## src/rtl/qck_pkg.sv

```systemverilog
// Package for the quadtree cell key block: default sizes, controller state type
// and the command/status words between controller and datapath.
// No dependencies.
`default_nettype none

package qck_pkg;

    // Default coordinate format: signed fixed point
    localparam int COORD_BITS_DEF = 32;
    localparam int FRAC_BITS_DEF  = 16;

    // Width of the cell level result
    localparam int LEVEL_BITS = 6;

    // Controller states
    typedef enum logic [1:0] {
        ST_IDLE,
        ST_SPAN,
        ST_SEARCH
    } state_t;

    // Controller to datapath
    typedef struct packed {
        logic load;   // capture and order the incoming bounds
        logic init;   // form the extent, reset the level search
        logic step;   // move one level up
        logic emit;   // copy the current cell into the result registers
    } cmd_t;

    // Datapath to controller
    typedef struct packed {
        logic done;   // box fits at this level, or the top level is reached
    } sts_t;

endpackage

`default_nettype wire

```

## src/rtl/qck_ctrl.sv

```systemverilog
// Controller of the quadtree cell key block: sequences load, extent, level search
// and result hand-off. Uses qck_pkg.
`default_nettype none

module qck_ctrl (
    input  wire logic          clk,
    input  wire logic          rst_n,
    input  wire logic          box_valid,
    output logic               box_stall,
    output logic               cell_valid,
    input  wire logic          cell_stall,
    input  wire qck_pkg::sts_t sts,
    output qck_pkg::cmd_t      cmd
);
    import qck_pkg::*;

    state_t state_reg;
    state_t state_next;
    logic   cell_valid_reg;
    logic   cell_valid_next;
    logic   out_free;

    // Result register can take a new word
    assign out_free = !cell_valid_reg || !cell_stall;

    // Next state
    always_comb
    begin
        state_next = state_reg;
        unique case (state_reg)
            ST_IDLE:
            begin
                if (box_valid)
                begin
                    state_next = ST_SPAN;
                end
            end
            ST_SPAN:
            begin
                state_next = ST_SEARCH;
            end
            ST_SEARCH:
            begin
                if (sts.done && out_free)
                begin
                    state_next = ST_IDLE;
                end
            end
            default:
            begin
                state_next = ST_IDLE;
            end
        endcase
    end

    // Outputs
    always_comb
    begin
        cmd       = '0;
        box_stall = 1'b1;
        unique case (state_reg)
            ST_IDLE:
            begin
                box_stall = 1'b0;
                cmd.load  = box_valid;
            end
            ST_SPAN:
            begin
                cmd.init = 1'b1;
            end
            ST_SEARCH:
            begin
                cmd.step = !sts.done;
                cmd.emit = sts.done && out_free;
            end
            default:
            begin
                box_stall = 1'b1;
            end
        endcase
    end

    // Result valid flag
    always_comb
    begin
        cell_valid_next = cell_valid_reg;
        if (cmd.emit)
        begin
            cell_valid_next = 1'b1;
        end
        else if (!cell_stall)
        begin
            cell_valid_next = 1'b0;
        end
    end

    always_ff @(posedge clk or negedge rst_n)
    begin
        if (!rst_n)
        begin
            state_reg      <= ST_IDLE;
            cell_valid_reg <= 1'b0;
        end
        else
        begin
            state_reg      <= state_next;
            cell_valid_reg <= cell_valid_next;
        end
    end

    assign cell_valid = cell_valid_reg;

endmodule

`default_nettype wire

```

## src/rtl/qck_datapath.sv

```systemverilog
// Datapath of the quadtree cell key block: bound ordering, extent, level search
// registers, containment test and result registers. Uses qck_pkg.
`default_nettype none

module qck_datapath #(
    parameter int COORD_BITS = qck_pkg::COORD_BITS_DEF,
    parameter int FRAC_BITS  = qck_pkg::FRAC_BITS_DEF
) (
    input  wire logic                                clk,
    input  wire qck_pkg::cmd_t                       cmd,
    output qck_pkg::sts_t                            sts,
    input  wire logic signed [COORD_BITS-1:0]        min_x,
    input  wire logic signed [COORD_BITS-1:0]        max_x,
    input  wire logic signed [COORD_BITS-1:0]        min_y,
    input  wire logic signed [COORD_BITS-1:0]        max_y,
    output logic signed [qck_pkg::LEVEL_BITS-1:0]    cell_level,
    output logic signed [COORD_BITS:0]               corner_x,
    output logic signed [COORD_BITS:0]               corner_y,
    output logic                                     fits
);
    import qck_pkg::*;

    localparam int C  = COORD_BITS;
    localparam int SW = $clog2(COORD_BITS + 1);

    // Ordered bounds
    logic signed [C-1:0] lx_reg, hx_reg, ly_reg, hy_reg;
    // Extent shifted right once per level; zero once the level covers it
    logic [C-1:0]        ext_sh_reg;
    // Level search: shift, corner mask, cell side
    logic [SW-1:0]       s_reg;
    logic [C:0]          mask_reg;
    logic [C+1:0]        side_reg;
    // Result registers
    logic signed [LEVEL_BITS-1:0] level_reg;
    logic signed [C:0]   cx_out_reg, cy_out_reg;
    logic                fits_reg;

    logic [C-1:0]        dx, dy, ext;
    logic signed [C:0]   cx, cy;
    logic signed [C+1:0] lim_x, lim_y;
    logic                fit_x, fit_y, covered, fit_now, top;

    // Extent of the ordered box; difference is below 2^C so it wraps safely
    assign dx  = hx_reg - lx_reg;
    assign dy  = hy_reg - ly_reg;
    assign ext = (dy > dx) ? dy : dx;

    // Floored corners and closed containment test at the current level
    assign cx      = {lx_reg[C-1], lx_reg} & mask_reg;
    assign cy      = {ly_reg[C-1], ly_reg} & mask_reg;
    assign lim_x   = {cx[C], cx} + $signed(side_reg);
    assign lim_y   = {cy[C], cy} + $signed(side_reg);
    assign fit_x   = $signed({{2{hx_reg[C-1]}}, hx_reg}) <= lim_x;
    assign fit_y   = $signed({{2{hy_reg[C-1]}}, hy_reg}) <= lim_y;
    assign covered = (ext_sh_reg == '0);
    assign fit_now = covered && fit_x && fit_y;
    assign top     = (s_reg == SW'(COORD_BITS));

    assign sts.done = fit_now || top;

    // Bounds, swapped when given in reverse
    always_ff @(posedge clk)
    begin
        if (cmd.load)
        begin
            lx_reg <= (max_x < min_x) ? max_x : min_x;
            hx_reg <= (max_x < min_x) ? min_x : max_x;
            ly_reg <= (max_y < min_y) ? max_y : min_y;
            hy_reg <= (max_y < min_y) ? min_y : max_y;
        end
    end

    // Level search registers
    always_ff @(posedge clk)
    begin
        if (cmd.init)
        begin
            ext_sh_reg <= ext;
            s_reg      <= '0;
            mask_reg   <= '1;
            side_reg   <= (C+2)'(1);
        end
        else if (cmd.step)
        begin
            ext_sh_reg <= ext_sh_reg >> 1;
            s_reg      <= s_reg + SW'(1);
            mask_reg   <= mask_reg << 1;
            side_reg   <= side_reg << 1;
        end
    end

    // Result word
    always_ff @(posedge clk)
    begin
        if (cmd.emit)
        begin
            level_reg  <= LEVEL_BITS'(int'(s_reg) - FRAC_BITS);
            cx_out_reg <= cx;
            cy_out_reg <= cy;
            fits_reg   <= fit_now;
        end
    end

    assign cell_level = level_reg;
    assign corner_x   = cx_out_reg;
    assign corner_y   = cy_out_reg;
    assign fits       = fits_reg;

endmodule

`default_nettype wire

```

## src/rtl/quadtree_cell_key.sv

```systemverilog
// Quadtree cell key: smallest aligned power-of-two square cell that holds a box.
// The box is captured and ordered, its extent is formed, then the level search runs;
// the level search tests one level per cycle, starting at the lowest level.
// A new box is taken only once the last one is in the result register; a waiting
// result word does not block the next input word. Depends on qck_pkg, qck_ctrl, qck_datapath.
// Reset: async, active low; clears the controller and the result valid.
`default_nettype none

module quadtree_cell_key #(
    parameter int COORD_BITS = qck_pkg::COORD_BITS_DEF,
    parameter int FRAC_BITS  = qck_pkg::FRAC_BITS_DEF
) (
    input  wire logic                              clk,
    input  wire logic                              rst_n,
    input  wire logic                              box_valid,
    output logic                                   box_stall,
    input  wire logic signed [COORD_BITS-1:0]      min_x,
    input  wire logic signed [COORD_BITS-1:0]      max_x,
    input  wire logic signed [COORD_BITS-1:0]      min_y,
    input  wire logic signed [COORD_BITS-1:0]      max_y,
    output logic                                   cell_valid,
    input  wire logic                              cell_stall,
    output logic signed [qck_pkg::LEVEL_BITS-1:0]  cell_level,
    output logic signed [COORD_BITS:0]             corner_x,
    output logic signed [COORD_BITS:0]             corner_y,
    output logic                                   fits
);
    import qck_pkg::*;

    cmd_t cmd;
    sts_t sts;

    qck_ctrl u_ctrl (
        .clk        (clk),
        .rst_n      (rst_n),
        .box_valid  (box_valid),
        .box_stall  (box_stall),
        .cell_valid (cell_valid),
        .cell_stall (cell_stall),
        .sts        (sts),
        .cmd        (cmd)
    );

    qck_datapath #(
        .COORD_BITS (COORD_BITS),
        .FRAC_BITS  (FRAC_BITS)
    ) u_dp (
        .clk        (clk),
        .cmd        (cmd),
        .sts        (sts),
        .min_x      (min_x),
        .max_x      (max_x),
        .min_y      (min_y),
        .max_y      (max_y),
        .cell_level (cell_level),
        .corner_x   (corner_x),
        .corner_y   (corner_y),
        .fits       (fits)
    );

endmodule

`default_nettype wire

```

## config.mk

```make
export PLATFORM = sky130hd
export DESIGN_NAME = quadtree_cell_key
export DESIGN_NICKNAME = d
export VERILOG_FILES = /design/src/rtl/qck_pkg.sv /design/src/rtl/qck_ctrl.sv /design/src/rtl/qck_datapath.sv /design/src/rtl/quadtree_cell_key.sv
export SDC_FILE = /design/constraint.sdc
export NUM_CORES = 1
export LEC_CHECK = 0
export BUFFER_PORTS_ARGS = -buffer_cell sky130_fd_sc_hd__buf_2
export CAP_MARGIN = 20
export CORE_MARGIN = 4
export CORE_UTILIZATION = 40
export DETAILED_ROUTE_END_ITERATION = 7
export PLACE_DENSITY_LB_ADDON = 0.12
export SLEW_MARGIN = 20
export SYNTH_ARGS = -nofsm -noshare
export SYNTH_HDL_FRONTEND = slang
export SYNTH_SLANG_ARGS = --single-unit
```

## constraint.sdc

```tcl
create_clock -name clk -period 10.7 [get_ports clk]
set_input_delay 2.14 -clock clk [delete_from_list [all_inputs] [get_ports clk]]
set_output_delay 2.14 -clock clk [all_outputs]
set_load 0.02 [all_outputs]
```

======== Yosys cells after proc, flatten, opt, wreduce, memory -nomap -nowiden ========
Cells that the tools add are included.
storage, ports and cells
  output and inout port bits .............. 75
  word-level logic and storage cells ...... 61
  input bits .............................. 132
  bits in registers ....................... 309
operators by class
  add/sub/neg operators ................... 6
  multiplexer cells ....................... 16
  order comparisons ....................... 5
  equal/unequal tests ..................... 6
  reductions and logical operators ........ 12
  bitwise gates (word level) .............. 2
operators by type and width
  operator                                                number
  2-to-1 mux 32 bit                                       7
  adder 34 bit                                            2
  less-or-equal comparator 32 x 34 -> 1 bit               2
  AND 33 bit                                              2
  < comparator 32 bit                                     2
  subtractor 32 bit                                       2
  > comparator 32 bit                                     1
  logical NOT 32 bit                                      1
  adder 6 x 1 -> 6 bit (second input constant)            1
  == test 6 bit (second input constant)                   1
  2-to-1 mux 2 bit                                        3
  one-hot mux 2 bit (3 select lines)                      1
  subtractor 6 x 5 -> 6 bit (second input constant)       1
  2-to-1 mux 1 bit                                        5
  inequality test 2 x 1 -> 1 bit (second input constant)  2
  logical AND 1 bit                                       3
  logical NOT 1 bit                                       3
  == test 2 x 1 -> 1 bit (second input constant)          1
  == test 2 bit (second input constant)                   1
  logical NOT 2 bit                                       1
  logical OR 1 bit                                        2
  inequality test 2 bit (second input constant)           1
  AND reduction 2 bit                                     1
  nonzero test 2 bit                                      1

======== Longest topological paths before layout ========
Gate-level depths: netlist of run 1.
  depth in word-level cells ............... 10
  gate-level depth with buffers ........... 27
  mapped depth without buffers ............ 24

======== By module ========
From an unflattened synthesis of run 1, not the netlist that was laid out.
unflattened totals
  cell total of the unflattened synthesis .. 2232
  area, all modules ....................... 22969.5 µm²
by module, submodules not included
  module        cells an instance  instances  area an instance (µm²)  sequential area each (µm²)
  qck_datapath  2214               1          22810.6                 8438.1
  qck_ctrl      18                 1          158.9                   75.1

======== Least setup slack after synthesis of run 1 ========
OpenSTA, ideal clock, no wires.
  kind .................................... flip-flop to flip-flop
  start point ............................. register u_dp.lx_reg[12]
  end point ............................... register u_dp.level_reg[0] (netlist: u_dp.cell_level[0]) (enable)
  arrival ................................. 9.707 ns
  slack ................................... 0.384 ns
  required time ........................... 10.091 ns
  stages on the path, launching flop included .. 23
  cells stage by stage .................... edfxtp_1 -> and2_1 -> ha_1 -> a21o_1 -> a21o_1 -> a21oi_1 -> o221a_2 -> a21oi_1 -> a221oi_2 -> nor2_1 -> o221ai_1 -> o21ai_1 -> a211o_1 -> ha_1 -> nand3_1 -> nor2_1 -> nand4_1 -> o21ai_1 -> a211o_1 -> o21ai_1 -> a31oi_2 -> clkbuf_1 -> nor3b_1
RTL lines
  item                    RTL line            source
  start, declared         qck_datapath.sv:27  logic signed [C-1:0] lx_reg, hx_reg, ly_reg, hy_reg;
  start signal, assigned  qck_datapath.sv:67  lx_reg <= (max_x < min_x) ? max_x : min_x;
  end signal, assigned    qck_datapath.sv:98  level_reg <= LEVEL_BITS'(int'(s_reg) - FRAC_BITS);
  end, declared           qck_datapath.sv:35  logic signed [LEVEL_BITS-1:0] level_reg;

======== Worst setup path in the final report of run 1 ========
  start point ............................. register u_dp.side_reg[0]
  end point ............................... register u_dp.mask_reg[2]
between the ends
  word-level cells in the longest chain between the ends .. 7
  elaborated cells between the ends (all ways) .. 9
  those cells by class .................... add/sub: 2; order compare: 2; mux: 1; reduce/logical: 4
RTL lines
  item                                       RTL line            source
  start, declared                            qck_datapath.sv:33  logic [C+1:0] side_reg;
  start signal, assigned                     qck_datapath.sv:82  side_reg <= (C+2)'(1);
  start signal, assigned                     qck_datapath.sv:89  side_reg <= side_reg << 1;
  adder 34 bit                               qck_datapath.sv:52  assign lim_x = {cx[C], cx} + $signed(side_reg);
  less-or-equal comparator 32 x 34 -> 1 bit  qck_datapath.sv:54  assign fit_x = $signed({{2{hx_reg[C-1]}}, hx_reg}) <= lim_x;
  logical AND 1 bit                          qck_datapath.sv:57  assign fit_now = covered && fit_x && fit_y;
  logical AND 1 bit *                        qck_datapath.sv:57
  logical OR 1 bit *                         qck_datapath.sv:60  assign sts.done = fit_now || top;
  logical NOT 1 bit *                        qck_ctrl.sv:73      cmd.step = !sts.done;
  2-to-1 mux 2 bit *                         qck_ctrl.sv:61      unique case (state_reg)
  end signal, assigned                       qck_datapath.sv:88  mask_reg <= mask_reg << 1;
  end, declared                              qck_datapath.sv:32  logic [C:0] mask_reg;
Every way passes the cells marked *; elsewhere a longest branch is shown, timed or not.
A chain may end at the register's enable or synchronous reset.

==> flow_results.org, run 1 <==
** Outcome
- Result of the run :: finished clean

** Critical path
- Largest fanout on the critical path :: 41
- The critical path goes through nand2_1 > fa_1 > nor2b_1 > nor3_1 > o21a_1 > o211a_1 > o21ai_0 > a31oi_1 > nor3_1 > nor3_1 > o21a_1 > xor2_1 > ha_1 > nand4_1 > nor4_1 > a31oi_1 > o31ai_1 > mux2_2 > and3_1 > nor3_4 > buf_4 > buf_4 > mux2i_1.
- Max incr delay on CP :: 0.68 ns
- By instance count, the cell type seen most on the critical path is sky130_fd_sc_hd__nor3_1.
- The worst setup path is of the reg -> reg kind.
- Buffers & Inverters on Critical Path :: 2
- Critical Path RT :: 11.18 ns
- Worst path slowest cell :: sky130_fd_sc_hd__o21ai_0
- The worst setup path is captured at a flip-flop.
- The worst setup path is launched from a flip-flop.
- At the worst endpoint, the arrival time is 7.39 ns.
- Top cell family by delay on the critical path :: compound AO/OA/AOI/OAI gates

** Floorplan
- Die Area :: 64300 µm²
- IO Count :: 207
- The floorplan has 89 rows.
- The floorplan step set the die width to 254 µm.
- The core region is 59400 µm².
- Initial core utilization :: 0.406
- Measured along the y axis, the die boundary spans 254 µm.

** Clocking
- Worst-case clock buffer depth :: 3
- Root Buffer Master :: sky130_fd_sc_hd__clkbuf_16
- After clock tree synthesis, the flow added hold-fix buffers numbering 0.
- TritonCTS built the clock tree.
- Latest clock arrival within the worst-skew pair :: 0.56 ns
- Sinks on the clock net :: 308
- After clock tree synthesis, the clock-pin slew on the worst setup and hold paths is 0.06 ns.
- Number of gates given a new drive strength after cts :: 0
- Post-CTS timing repair inserted 0 buffers for setup.
- Cts bufs inserted :: 37
- The H-tree was split into 2 levels.

** Layout
- Filler instances :: 5698
- Post-route cell area :: 27100 µm²
- At the end of the flow, the number of nets in the layout was 3179.
- Fraction of final layout cells with drive strength greater than 1 :: 0.135
- Flip-flop count of the largest register, all copies and words added :: 34
- Area growth syn-to-layout :: 12.3%

** Routing
- After detailed routing, the number of vias per cell comes to 5.70.
- Initial DRC Count :: 1422
- The first detailed-routing pass took 5 iterations.
- For this run, design rule violations remaining after detail routing come to 0.
- Once detail routing completed, the nets flagged for antenna violations numbered 0.
- Per-cell routed wire length :: 20.8 µm
- Post-Route WL :: 74000 µm
- Detailed routing inserted a total of 20269 vias.

** Synthesis
- The netlist uses 75 different library cells.
- Summing every instance area after synthesis gives 24100 µm².
- When the netlist entered floorplanning its net count stood at 3014.
- Share of Yosys cell area claimed by the top area cell type :: 0.290
- List of most frequent post-synthesis cells :: sky130_fd_sc_hd__ha_1, sky130_fd_sc_hd__edfxtp_1, sky130_fd_sc_hd__nand3_1
- The average instance in the mapped netlist occupies 9.33 µm².
- By area the synthesized netlist is led by sky130_fd_sc_hd__edfxtp_1, sky130_fd_sc_hd__ha_1, sky130_fd_sc_hd__dfxtp_1, sky130_fd_sc_hd__a21o_1, sky130_fd_sc_hd__nand3_1.
- In the post-synthesis netlist, the cell with the most instances is sky130_fd_sc_hd__ha_1.
- sky130_fd_sc_hd__edfxtp_1 takes more of the synthesized area than any other cell.
- #FFs+latches synth :: 308
- Yosys mapped a number of flops with a built-in enable equal to 233.
- Flip-flop cell with the highest count after synthesis :: sky130_fd_sc_hd__edfxtp_1
- Sequential fraction of the synthesis area :: 0.353
- Post-synthesis cell count :: 2587
- Yosys printed 0 warnings.
- Post-synthesis async set-or-reset flop share :: 0.00974

** Placed design
- Placed Area :: 26000 µm²
- Total of buffers placed on input and output ports :: 206
- At the end of routability-driven placement, the weighted congestion stood at 0.944.
- Post-detail-place hpwl :: 58500 µm

** STA
- Measured against its own limit, the worst slew margin works out to 0.249.
- On the final layout, the worst clock skew is 0.0129 ns.
- Subtracting the final worst setup slack from the clock period gives 6.90 ns.
- Final-report setup violation count :: 0
- Number of failing hold endpoints at the final stage :: 0
- Setup repair after global routing left no endpoint under its margin.
- Max Transition Viols Final :: 0
- Part of the cycle the worst path needs :: 0.645
- Worst slew pin tran :: 1.13 ns
- Achievable frequency :: 145 MHz
- Post-route setup TNS :: 0 ns

** GRT
- Aggregate global-route resource usage :: 0.224
- The number of antenna violations at the first check in global routing was 1.
- Entering global routing, the biggest net connects 116 pins.
- The first global-routing pass estimated 112000 µm of wire.
- The via count of the first global-routing pass was 19432.
- The total overflow left after global routing is 0.

** Power and ir drop
- Areal power density over the cells :: 251 nW/µm²
- Tot Pwr :: 6800 µW
- LEAKAGE :: 0.0119 µW
- The worst-case IR drop observed on VDD is 0.231 mV.

** Hold path
- Worst min-delay path class :: reg -> reg

** Job
- Total of max-cap violations :: 0
-- cells by family after synthesis --
kind of cell,Yosys count,synth area share
buf+inv,268,0.0438
fa+ha+maj,295,0.154
xor+xnor,120,0.0436
flops,308,0.353
simple gates,862,0.182
mux,107,0.0480
compound gates,627,0.176
-- routing by layer --
metal | routed length [µm] | share of wire | global-route usage
met4 | 1250 | 0.017 | 0.0435
met1 | 37000 | 0.50 | 0.337
met5 | 0 | 0 | 0
met2 | 32500 | 0.44 | 0.349
met3 | 3340 | 0.045 | 0.0255
-- metrics by stage --
stage               utilization  hold WS, ns  worst slack [ns]  instances
floorplan                     -        0.456             0.384       2587
global placement          0.437        0.477              3.96       3486
detailed placement        0.437        0.487              3.87       3486
CTS                       0.456        0.497              3.84       3553
global route              0.456        0.524              3.46       3553
finish                    0.456        0.504              3.80       3554
-- layout make-up --
cell class                      count  area [µm²]  area share
Clock buffer                       52        1030      0.0382
Antenna cell                        1        2.50   0.0000924
Clock inverter                     15         103     0.00379
Inverter                          168         631      0.0233
Timing Repair Buffer              226        1180      0.0436
Sequential cell                   308        8510       0.314
Multi-Input combinational cell   2011       14700       0.541
Tap cell                          773         967      0.0357
-- power by group --
group	switching [µW]	internal (µW)
combinational	2230	1450
clock	510	698
sequential	253	1650
-- worst paths after layout --
| kind | start | slack [ns] | to | cells after the start |
|---|---|---|---|---|
| worst min-delay path | u_dp.s_reg[5]$_SDFFE_PN0P_ | 0.50 | u_dp.s_reg[5]$_SDFFE_PN0P_ | 2 |
| max in group asynchronous | rst_n | 9.17 | u_ctrl.state_reg[0]$_DFFE_PN0P_ | 1 |
| min in group asynchronous | rst_n | 1.39 | u_ctrl.state_reg[1]$_DFFE_PN0P_ | 1 |
| worst max-delay path | u_dp.side_reg[0]$_SDFFE_PN1P_ | 3.80 | u_dp.mask_reg[2]$_SDFFE_PN1P_ | 23 |
| worst min register to register | u_dp.s_reg[5]$_SDFFE_PN0P_ | 0.50 | u_dp.s_reg[5]$_SDFFE_PN0P_ | 2 |
| worst max register to register | u_dp.side_reg[0]$_SDFFE_PN1P_ | 3.80 | u_dp.mask_reg[2]$_SDFFE_PN1P_ | 23 |
-- layout by cell type (no fill, tap or decap), drive strengths merged, types with 52 or more instances in the layout --
master,count
mux2,70
edfxtp,233
nor2,133
a2bb2oi,60
a21oi,145
dfxtp,72
clkbuf,52
a21o,132
o21ai,121
nand4,104
xnor2,67
ha,291
and2,89
nand3,197
xor2,53
buf,226
nand2,186
inv,170
-- tightest hold or removal path, stage by stage (launching register included) --
cell	delay (ns)
sky130_fd_sc_hd__dfxtp_1	0.33
sky130_fd_sc_hd__o31ai_1	0.07
sky130_fd_sc_hd__a21oi_1	0.06
(Power assumes the default switching activity.)
==> run 2: changes to the inputs <==
clock period = 7.2 ns   (was 10.7 ns; I/O delays follow)
==> run 2 against run 1 <==
Against the previous run: sequential power up 48%; wire length up 0.17%; global-route usage up 0.16 points; worst setup slack worse by 3.1 ns; register-to-register slack worse by 3.1 ns; final area up 0.63%; clock-buffer cell count up 3; highest routed layer unchanged.
==> flow_results.org, run 2 (synthesis results as in run 1) <==
** Power and ir drop
- The worst ir drop on vdd was 0.342 mV (was 0.231 mV).
- LEAKAGE :: 0.0120 µW (was 0.0119 µW)
- Areal power density over the cells :: 375 nW/µm² (was 251 nW/µm²)
- The overall power came to 10200 µW (was 6800 µW).

** Critical path
- Top cell family by delay on the critical path :: compound AO/OA/AOI/OAI gates (unchanged)
- End of the worst register-to-register path :: u_dp.corner_y[8]$_DFFE_PP_ (was u_dp.mask_reg[2]$_SDFFE_PN1P_)
- Buffers & Inverters on Critical Path :: 2 (unchanged)
- Cells traversed along the worst timing path: nand2_1 > inv_1 > ha_1 > a31o_2 > a21oi_1 > o41ai_1 > nand2_1 > a21oi_1 > a221oi_2 > nor2_1 > o221ai_1 > o211a_1 > a211o_1 > ha_1 > nand3_1 > nor2_1 > nand4_1 > o21ai_1 > a211o_1 > o21ai_1 > a31oi_4 > nor3b_4 > buf_4 (was nand2_1 > fa_1 > nor2b_1 > nor3_1 > o21a_1 > o211a_1 > o21ai_0 > a31oi_1 > nor3_1 > nor3_1 > o21a_1 > xor2_1 > ha_1 > nand4_1 > nor4_1 > a31oi_1 > o31ai_1 > mux2_2 > and3_1 > nor3_4 > buf_4 > buf_4 > mux2i_1).
- The arrival time reported for the critical path endpoint came to 6.66 ns (was 7.39 ns).
- The kind of end point of the critical path is a flip-flop (unchanged).
- Critical Path Sink :: u_dp.corner_y[8]$_DFFE_PP_ (was u_dp.mask_reg[2]$_SDFFE_PN1P_)
- The number of cells on the worst reg-to-reg path is 23 (unchanged).
- The startpoint class of the critical path was a flip-flop (unchanged).
- The slowest library cell on the worst path is sky130_fd_sc_hd__o41ai_1 (was sky130_fd_sc_hd__o21ai_0).
- The flop-to-flop setup slack is 0.72 ns (was 3.80 ns).
- The kind of critical path was reg -> reg (unchanged).
- The total stage count of the critical path came to 23 (unchanged).
- The largest fanout on the critical path came to 43 (was 41).
- Crit path from :: u_dp.lx_reg[1]$_DFFE_PP_ (was u_dp.side_reg[0]$_SDFFE_PN1P_)
- Critical Path RT :: 7.38 ns (was 11.18 ns)
- Worst reg2reg path startpoint :: u_dp.lx_reg[1]$_DFFE_PP_ (was u_dp.side_reg[0]$_SDFFE_PN1P_)
- Max incr delay on CP :: 0.74 ns (was 0.68 ns)

** Routing
- Residual DRC :: 0 (unchanged)
- Post-Route WL :: 74200 µm (was 74000 µm)
- The post-detailed-route count of antenna-violating nets was 0 (unchanged).
- The via count came to 20312 (was 20269).
- Number of detailed-route iterations in the first pass :: 5 (unchanged)
- The via count normalized by instance count was 5.71 (was 5.70).
- Per-cell routed wire length :: 20.8 µm (about the same)
- The number of DRC markers after the initial detailed-route iteration came to 1462 (was 1422).

** Layout
- The fraction of final layout cells with drive strength greater than 1 is 0.139 (was 0.135).
- Commonest non-fill, non-tap cells in the layout: sky130_fd_sc_hd__ha_1, sky130_fd_sc_hd__edfxtp_1, sky130_fd_sc_hd__buf_2, sky130_fd_sc_hd__nand3_1, sky130_fd_sc_hd__nand2_1 (unchanged).
- Leading cell type in the layout, fill and taps excluded :: sky130_fd_sc_hd__ha_1 (unchanged)
- The number of flip-flops in the largest register is 34 (unchanged).
- The area growth from synthesis to layout came to 13.0% (was 12.3%).
- The number of nets in the layout came to 3183 (was 3179).
- The final non-filler cell total came to 3560 (was 3554).

** STA
- Worst slew pin tran :: 1.05 ns (was 1.13 ns)
- The setup TNS was 0 ns (unchanged).
- The final hold violation count came to 0 (unchanged).
- The post-route worst hold slack is 0.493 ns (was 0.504 ns).
- RSZ-0062 raised after global routing: no (unchanged).
- The time the worst path needs with I/O delays and setup was 6.48 ns (was 6.90 ns).
- Max Transition Viols Final :: 0 (unchanged)
- Clock skew after layout :: 0.0176 ns (was 0.0129 ns)
- Achievable frequency :: 154 MHz (was 145 MHz)
- The final clock period utilization by the worst path came to 0.900 (was 0.645).
- Worst slew margin relative to its limit :: 0.303 (was 0.249)
- Final-report setup violation count :: 0 (unchanged)

** Floorplan
- The die boundary height came to 254 µm (unchanged).
- Row count :: 89 (unchanged)
- IO Count :: 207 (unchanged)
- The die boundary width was 254 µm (unchanged).
- Core Area :: 59400 µm² (unchanged)
- The starting density of the core is 0.406 (unchanged).
- The die outline area is 64300 µm² (unchanged).

** GRT
- Remaining Overflow, GRT :: 0 (unchanged)
- The via count of the first global-routing pass was 19555 (was 19432).
- The largest net degree at the start of global routing is 97 (was 116).
- The number of antenna violations at the first check in global routing came to 1 (unchanged).
- The first-pass GRT wire length is 113000 µm (was 112000 µm).
- Aggregate global-route resource usage :: 0.225 (was 0.224)

** Clocking
- The number of buffers between clock root and the deepest sink is 3 (unchanged).
- Latest clock arrival within the worst-skew pair :: 0.57 ns (was 0.56 ns)
- Sinks on the clock net :: 308 (unchanged)
- Cts bufs inserted :: 38 (was 37)
- The total number of H-tree levels was 2 (unchanged).
- The clock tree from TritonCTS is done (unchanged).
- Root Buffer Master :: sky130_fd_sc_hd__clkbuf_16 (unchanged)
- Clock transition at the registers of the reported paths :: 0.06 ns (about the same)
- The hold-fix buffer count after cts was 0 (unchanged).
- The post-cts sizing count is 0 (unchanged).
- Setup Buffers After CTS :: 0 (unchanged)

** Placed design
- The number of I/O port buffers was 206 (unchanged).
- The placed wire-length estimate came to 58200 µm (was 58500 µm).
- The weighted congestion at the end of routability-driven global placement was 0.923 (was 0.944).
- Post-Place Cells :: 3489 (was 3486)

** Outcome
- Result of the run: finished clean (unchanged).

** Hold path
- Worst hold path depth :: 2 (unchanged)
- The launch point of the worst hold path was u_dp.s_reg[5]$_SDFFE_PN0P_ (unchanged).
- Worst min-delay path class :: reg -> reg (unchanged)

** Job
- The count of maximum capacitance violations is 0 (unchanged).
-- run 2: metrics by stage --
stage          setup slack (ns)  utilization  area, µm²
6_report                  0.723        0.459      27300
4_1_cts                   0.787        0.459      27300
2_1_floorplan             0.504            -      24100
5_1_grt                   0.388        0.459      27300
3_5_place_dp              0.810        0.438      26000
3_3_place_gp              0.961        0.438      26000
-- run 2: cell type report --
class	count	area, µm²
clock inverter	15	95.1
inverter	168	631
fill	5687	32100
timing repair buffer	229	1220
sequential	308	8510
tap	773	967
clock buffer	55	1170
antenna	1	2.50
multi-input combinational	2011	14700
-- run 2: worst min-delay path by stage --
| stage | end | slack [ns] |
|---|---|---|
| after floorplan | u_dp.s_reg[5]$_SDFFE_PN0P_ | 0.46 |
| after global placement | u_dp.s_reg[5]$_SDFFE_PN0P_ | 0.48 |
| after detailed placement | u_dp.s_reg[5]$_SDFFE_PN0P_ | 0.49 |
| after CTS | u_dp.s_reg[5]$_SDFFE_PN0P_ | 0.50 |
| after global routing | u_dp.s_reg[5]$_SDFFE_PN0P_ | 0.54 |
| final | u_dp.s_reg[5]$_SDFFE_PN0P_ | 0.49 |
-- run 2: report_power, final --
| group | switching [µW] | total (µW) | internal, µW |
|---|---|---|---|
| Sequential | 376 | 2830 | 2450 |
| Combinational | 3280 | 5460 | 2180 |
| Clock | 804 | 1940 | 1140 |
-- run 2: routing by layer --
layer / GRT usage / up-vias / share of wire
li1: - / 9949 / -
met1: 0.341 / 9766 / 0.51
met2: 0.346 / 516 / 0.43
met3: 0.0206 / 81 / 0.040
met4: 0.0582 / 0 / 0.023
met5: 0 / - / 0
-- run 2: worst reg2reg max path, cell delays in order (launching register included) --
cell and delay [ns]:
sky130_fd_sc_hd__edfxtp_1 0.38, sky130_fd_sc_hd__nand2_1 0.13, sky130_fd_sc_hd__inv_1 0.07, sky130_fd_sc_hd__ha_1 0.27, sky130_fd_sc_hd__a31o_2 0.15, sky130_fd_sc_hd__a21oi_1 0.11
sky130_fd_sc_hd__o41ai_1 0.74, sky130_fd_sc_hd__nand2_1 0.15, sky130_fd_sc_hd__a21oi_1 0.46, sky130_fd_sc_hd__a221oi_2 0.18, sky130_fd_sc_hd__nor2_1 0.13, sky130_fd_sc_hd__o221ai_1 0.21
sky130_fd_sc_hd__o211a_1 0.28, sky130_fd_sc_hd__a211o_1 0.28, sky130_fd_sc_hd__ha_1 0.34, sky130_fd_sc_hd__nand3_1 0.17, sky130_fd_sc_hd__nor2_1 0.06, sky130_fd_sc_hd__nand4_1 0.12
sky130_fd_sc_hd__o21ai_1 0.08, sky130_fd_sc_hd__a211o_1 0.33, sky130_fd_sc_hd__o21ai_1 0.32, sky130_fd_sc_hd__a31oi_4 0.24, sky130_fd_sc_hd__nor3b_4 0.24, sky130_fd_sc_hd__buf_4 0.62
==> run 3: changes to the inputs <==
PLACE_DENSITY_LB_ADDON = unset   (was 0.12)
==> run 3 against run 2 <==
Against the previous run: clock-buffer cell count shrank 14; hold slack improved by 0.020 ns; final area down 0.32%; non-clock buffer count down 1; first-iteration DRC count is 23% higher; power shrank 1.4%; worst setup slack better by 0.16 ns; critical path depth unchanged; die area is the same; core utilization fell by 0.15 points; flip-flop and latch count stayed put; via count rose by 1.1%; critical endpoint is now u_dp.corner_y[5]$_DFFE_PP_.
==> flow_results.org, run 3 (synthesis results as in run 1) <==
** STA
- The final-report max-slew violation count was 0 (unchanged).
- The slew at the pin with the worst max-slew slack is 1.05 ns (about the same).
- The setup TNS was 0 ns (unchanged).
- The time the worst path needs with I/O delays and setup came to 6.32 ns (was 6.48 ns).
- The final count of negative-setup-slack endpoints came to 0 (unchanged).
- The maximum achievable frequency was 158 MHz (was 154 MHz).
- RSZ-0062 raised after global routing: no (unchanged).
- Worst setup slack after layout :: 0.880 ns (was 0.723 ns)
- The final hold violation count came to 0 (unchanged).
- The final clock period utilization by the worst path was 0.878 (was 0.900).
- Clock skew after layout :: 0.0123 ns (was 0.0176 ns)
- Worst slew margin relative to its limit :: 0.298 (was 0.303)

** Critical path
- Worst R2R Setup Slack :: 0.88 ns (was 0.72 ns)
- The arrival time reported for the critical path endpoint is 6.50 ns (was 6.66 ns).
- Critical Path Sink :: u_dp.corner_y[5]$_DFFE_PP_ (was u_dp.corner_y[8]$_DFFE_PP_)
- Crit path from :: u_dp.lx_reg[1]$_DFFE_PP_ (unchanged)
- Worst reg-to-reg path cell count :: 23 (unchanged)
- The required time of the worst setup path was 7.38 ns (about the same).
- End of the worst register-to-register path :: u_dp.corner_y[5]$_DFFE_PP_ (was u_dp.corner_y[8]$_DFFE_PP_)
- Worst reg2reg path startpoint :: u_dp.lx_reg[1]$_DFFE_PP_ (unchanged)
- The kind of end point of the critical path is a flip-flop (unchanged).
- The startpoint class of the critical path was a flip-flop (unchanged).
- Largest fanout on the critical path :: 42 (was 43)
- The kind of critical path was reg -> reg (unchanged).

** Power and ir drop
- The power per standard cell area came to 371 nW/µm² (was 375 nW/µm²).
- LEAKAGE :: 0.0119 µW (was 0.0120 µW)
- The worst ir drop on vdd was 0.273 mV (was 0.342 mV).

** Clocking
- The post-cts sizing count came to 0 (unchanged).
- Number of hold buffers added after cts :: 0 (unchanged)
- The total number of H-tree levels was 2 (unchanged).
- The number of buffers created by CTS was 37 (was 38).
- Sinks on the clock net :: 308 (unchanged)
- Root Buffer Master :: sky130_fd_sc_hd__clkbuf_16 (unchanged)
- Setup Buffers After CTS :: 0 (unchanged)
- Worst-case clock buffer depth :: 3 (unchanged)
- The clock tree from TritonCTS is done (unchanged).
- Clock transition at the registers of the reported paths :: 0.06 ns (about the same)
- Latest clock arrival within the worst-skew pair :: 0.56 ns (was 0.57 ns)

** Routing
- The via count came to 20526 (was 20312).
- Number of detailed-route iterations in the first pass :: 7 (was 5)
- The average detailed-routed wire length per instance came to 20.6 µm (was 20.8 µm).
- The via count normalized by instance count was 5.77 (was 5.71).
- The number of DRC markers after the initial detailed-route iteration was 1805 (was 1462).
- Post-Route WL :: 73300 µm (was 74200 µm)
- The post-detailed-route count of antenna-violating nets was 0 (unchanged).
- Residual DRC :: 0 (unchanged)

** Placed design
- The pre-CTS setup slack was 0.944 ns (was 0.810 ns).
- Post-detail-place hpwl :: 57900 µm (was 58200 µm)
- GPL Wtd Cong :: 0.918 (was 0.923)
- The total instance count after detailed placement was 3488 (was 3489).
- The number of I/O port buffers is 206 (unchanged).

** Floorplan
- The die boundary height came to 254 µm (unchanged).
- The count of pins on the block boundary came to 207 (unchanged).
- Initial core utilization :: 0.406 (unchanged)
- The number of cell rows was 89 (unchanged).
- Chip width :: 254 µm (unchanged)
- Core Area :: 59400 µm² (unchanged)
- The die outline area was 64300 µm² (unchanged).

** GRT
- Initial antenna violation count :: 4 (was 1)
- Aggregate global-route resource usage :: 0.220 (was 0.225)
- The met2 track demand over resource in global routing came to 0.337 (was 0.346).
- The first-pass GRT wire length is 111000 µm (was 113000 µm).
- Remaining Overflow, GRT :: 0 (unchanged)
- Global-route met1 utilization :: 0.318 (was 0.341)
- Met3 usage :: 0.0269 (was 0.0206)
- Top Usage Layer GRT :: met2 (unchanged)
- The via count of the first global-routing pass came to 19558 (was 19555).
- The largest net degree at the start of global routing came to 97 (unchanged).

** Layout
- The number of flip-flops in the largest register is 34 (unchanged).
- Non-filler cells, final :: 3556 (was 3560)
- The number of nets in the layout came to 3181 (was 3183).
- Leading cell type in the layout, fill and taps excluded :: sky130_fd_sc_hd__ha_1 (unchanged)
- Share of the core filled with cells in the final layout :: 0.458 (was 0.459)
- Commonest non-fill, non-tap cells in the layout: sky130_fd_sc_hd__ha_1, sky130_fd_sc_hd__edfxtp_1, sky130_fd_sc_hd__buf_2, sky130_fd_sc_hd__nand3_1, sky130_fd_sc_hd__nand2_1 (unchanged).
- Area growth syn-to-layout :: 12.6% (was 13.0%)
- The fraction of final layout cells with drive strength greater than 1 was 0.137 (was 0.139).

** Hold path
- Worst min-delay path class :: reg -> reg (unchanged)
- Worst hold path depth :: 2 (unchanged)

** Outcome
- Result of the run: finished clean (unchanged).

** Job
- The count of maximum capacitance violations was 0 (unchanged).
==> run 3: layout make-up <==
| cell class | instances | area [µm²] |
|---|---|---|
| Inverter | 168 | 631 |
| Sequential cell | 308 | 8510 |
| Timing Repair Buffer | 228 | 1220 |
| Clock inverter | 25 | 221 |
| Multi-Input combinational cell | 2011 | 14700 |
| Tap cell | 773 | 967 |
| Fill cell | 5598 | 32200 |
| Clock buffer | 41 | 951 |
| Antenna cell | 2 | 5.00 |
==> run 3: stage by stage <==
step | hold WS (ns) | total power [µW] | area [µm²]
6_report | 0.513 | 10100 | 27200
5_1_grt | 0.521 | 10800 | 27200
4_1_cts | 0.512 | 10100 | 27200
3_5_place_dp | 0.503 | 8180 | 26000
3_3_place_gp | 0.479 | 8060 | 26000
2_1_floorplan | 0.456 | 6670 | 24100
==> run 3: how the worst min path moves through the flow <==
stage / from / endpoint / slack [ns]
6_report: u_dp.side_reg[2]$_SDFFE_PN0P_ / u_dp.side_reg[2]$_SDFFE_PN0P_ / 0.51
3_3_place_gp: u_dp.s_reg[5]$_SDFFE_PN0P_ / u_dp.s_reg[5]$_SDFFE_PN0P_ / 0.48
2_1_floorplan: u_dp.s_reg[5]$_SDFFE_PN0P_ / u_dp.s_reg[5]$_SDFFE_PN0P_ / 0.46
5_1_grt: u_dp.s_reg[5]$_SDFFE_PN0P_ / u_dp.s_reg[5]$_SDFFE_PN0P_ / 0.52
3_5_place_dp: u_dp.side_reg[33]$_SDFFE_PN0P_ / u_dp.side_reg[33]$_SDFFE_PN0P_ / 0.50
4_1_cts: u_dp.side_reg[33]$_SDFFE_PN0P_ / u_dp.side_reg[33]$_SDFFE_PN0P_ / 0.51
==> run 3: power by group <==
group / switching, µW / internal (µW)
combinational: 3250 / 2170
clock: 776 / 1070
sequential: 379 / 2460
total: 4400 / 5690
==> run 3: routing by layer <==
layer / vias to the layer above / part of all wire / wire length [µm]
li1: 9938 / - / -
met1: 9856 / 0.47 / 34700
met2: 606 / 0.43 / 31400
met3: 122 / 0.058 / 4280
met4: 4 / 0.040 / 2900
met5: - / 0.00016 / 12
==> run 3: critical path, stage by stage, from the launching register on <==
cell and delay [ns]:
sky130_fd_sc_hd__edfxtp_1 0.38, sky130_fd_sc_hd__nand2_1 0.13, sky130_fd_sc_hd__inv_1 0.07, sky130_fd_sc_hd__ha_1 0.27
sky130_fd_sc_hd__a31o_2 0.14, sky130_fd_sc_hd__a21oi_1 0.12, sky130_fd_sc_hd__o41ai_1 0.61, sky130_fd_sc_hd__nand2_1 0.18
sky130_fd_sc_hd__a21oi_1 0.45, sky130_fd_sc_hd__a221oi_2 0.18, sky130_fd_sc_hd__nor2_1 0.12, sky130_fd_sc_hd__o221ai_1 0.21
sky130_fd_sc_hd__o211a_1 0.29, sky130_fd_sc_hd__a211o_1 0.27, sky130_fd_sc_hd__ha_1 0.34, sky130_fd_sc_hd__nand3_1 0.16
sky130_fd_sc_hd__nor2_1 0.06, sky130_fd_sc_hd__nand4_1 0.12, sky130_fd_sc_hd__o21ai_1 0.08, sky130_fd_sc_hd__a211o_1 0.33
sky130_fd_sc_hd__o21ai_1 0.31, sky130_fd_sc_hd__a31oi_4 0.20, sky130_fd_sc_hd__nor3b_4 0.25, sky130_fd_sc_hd__buf_4 0.63
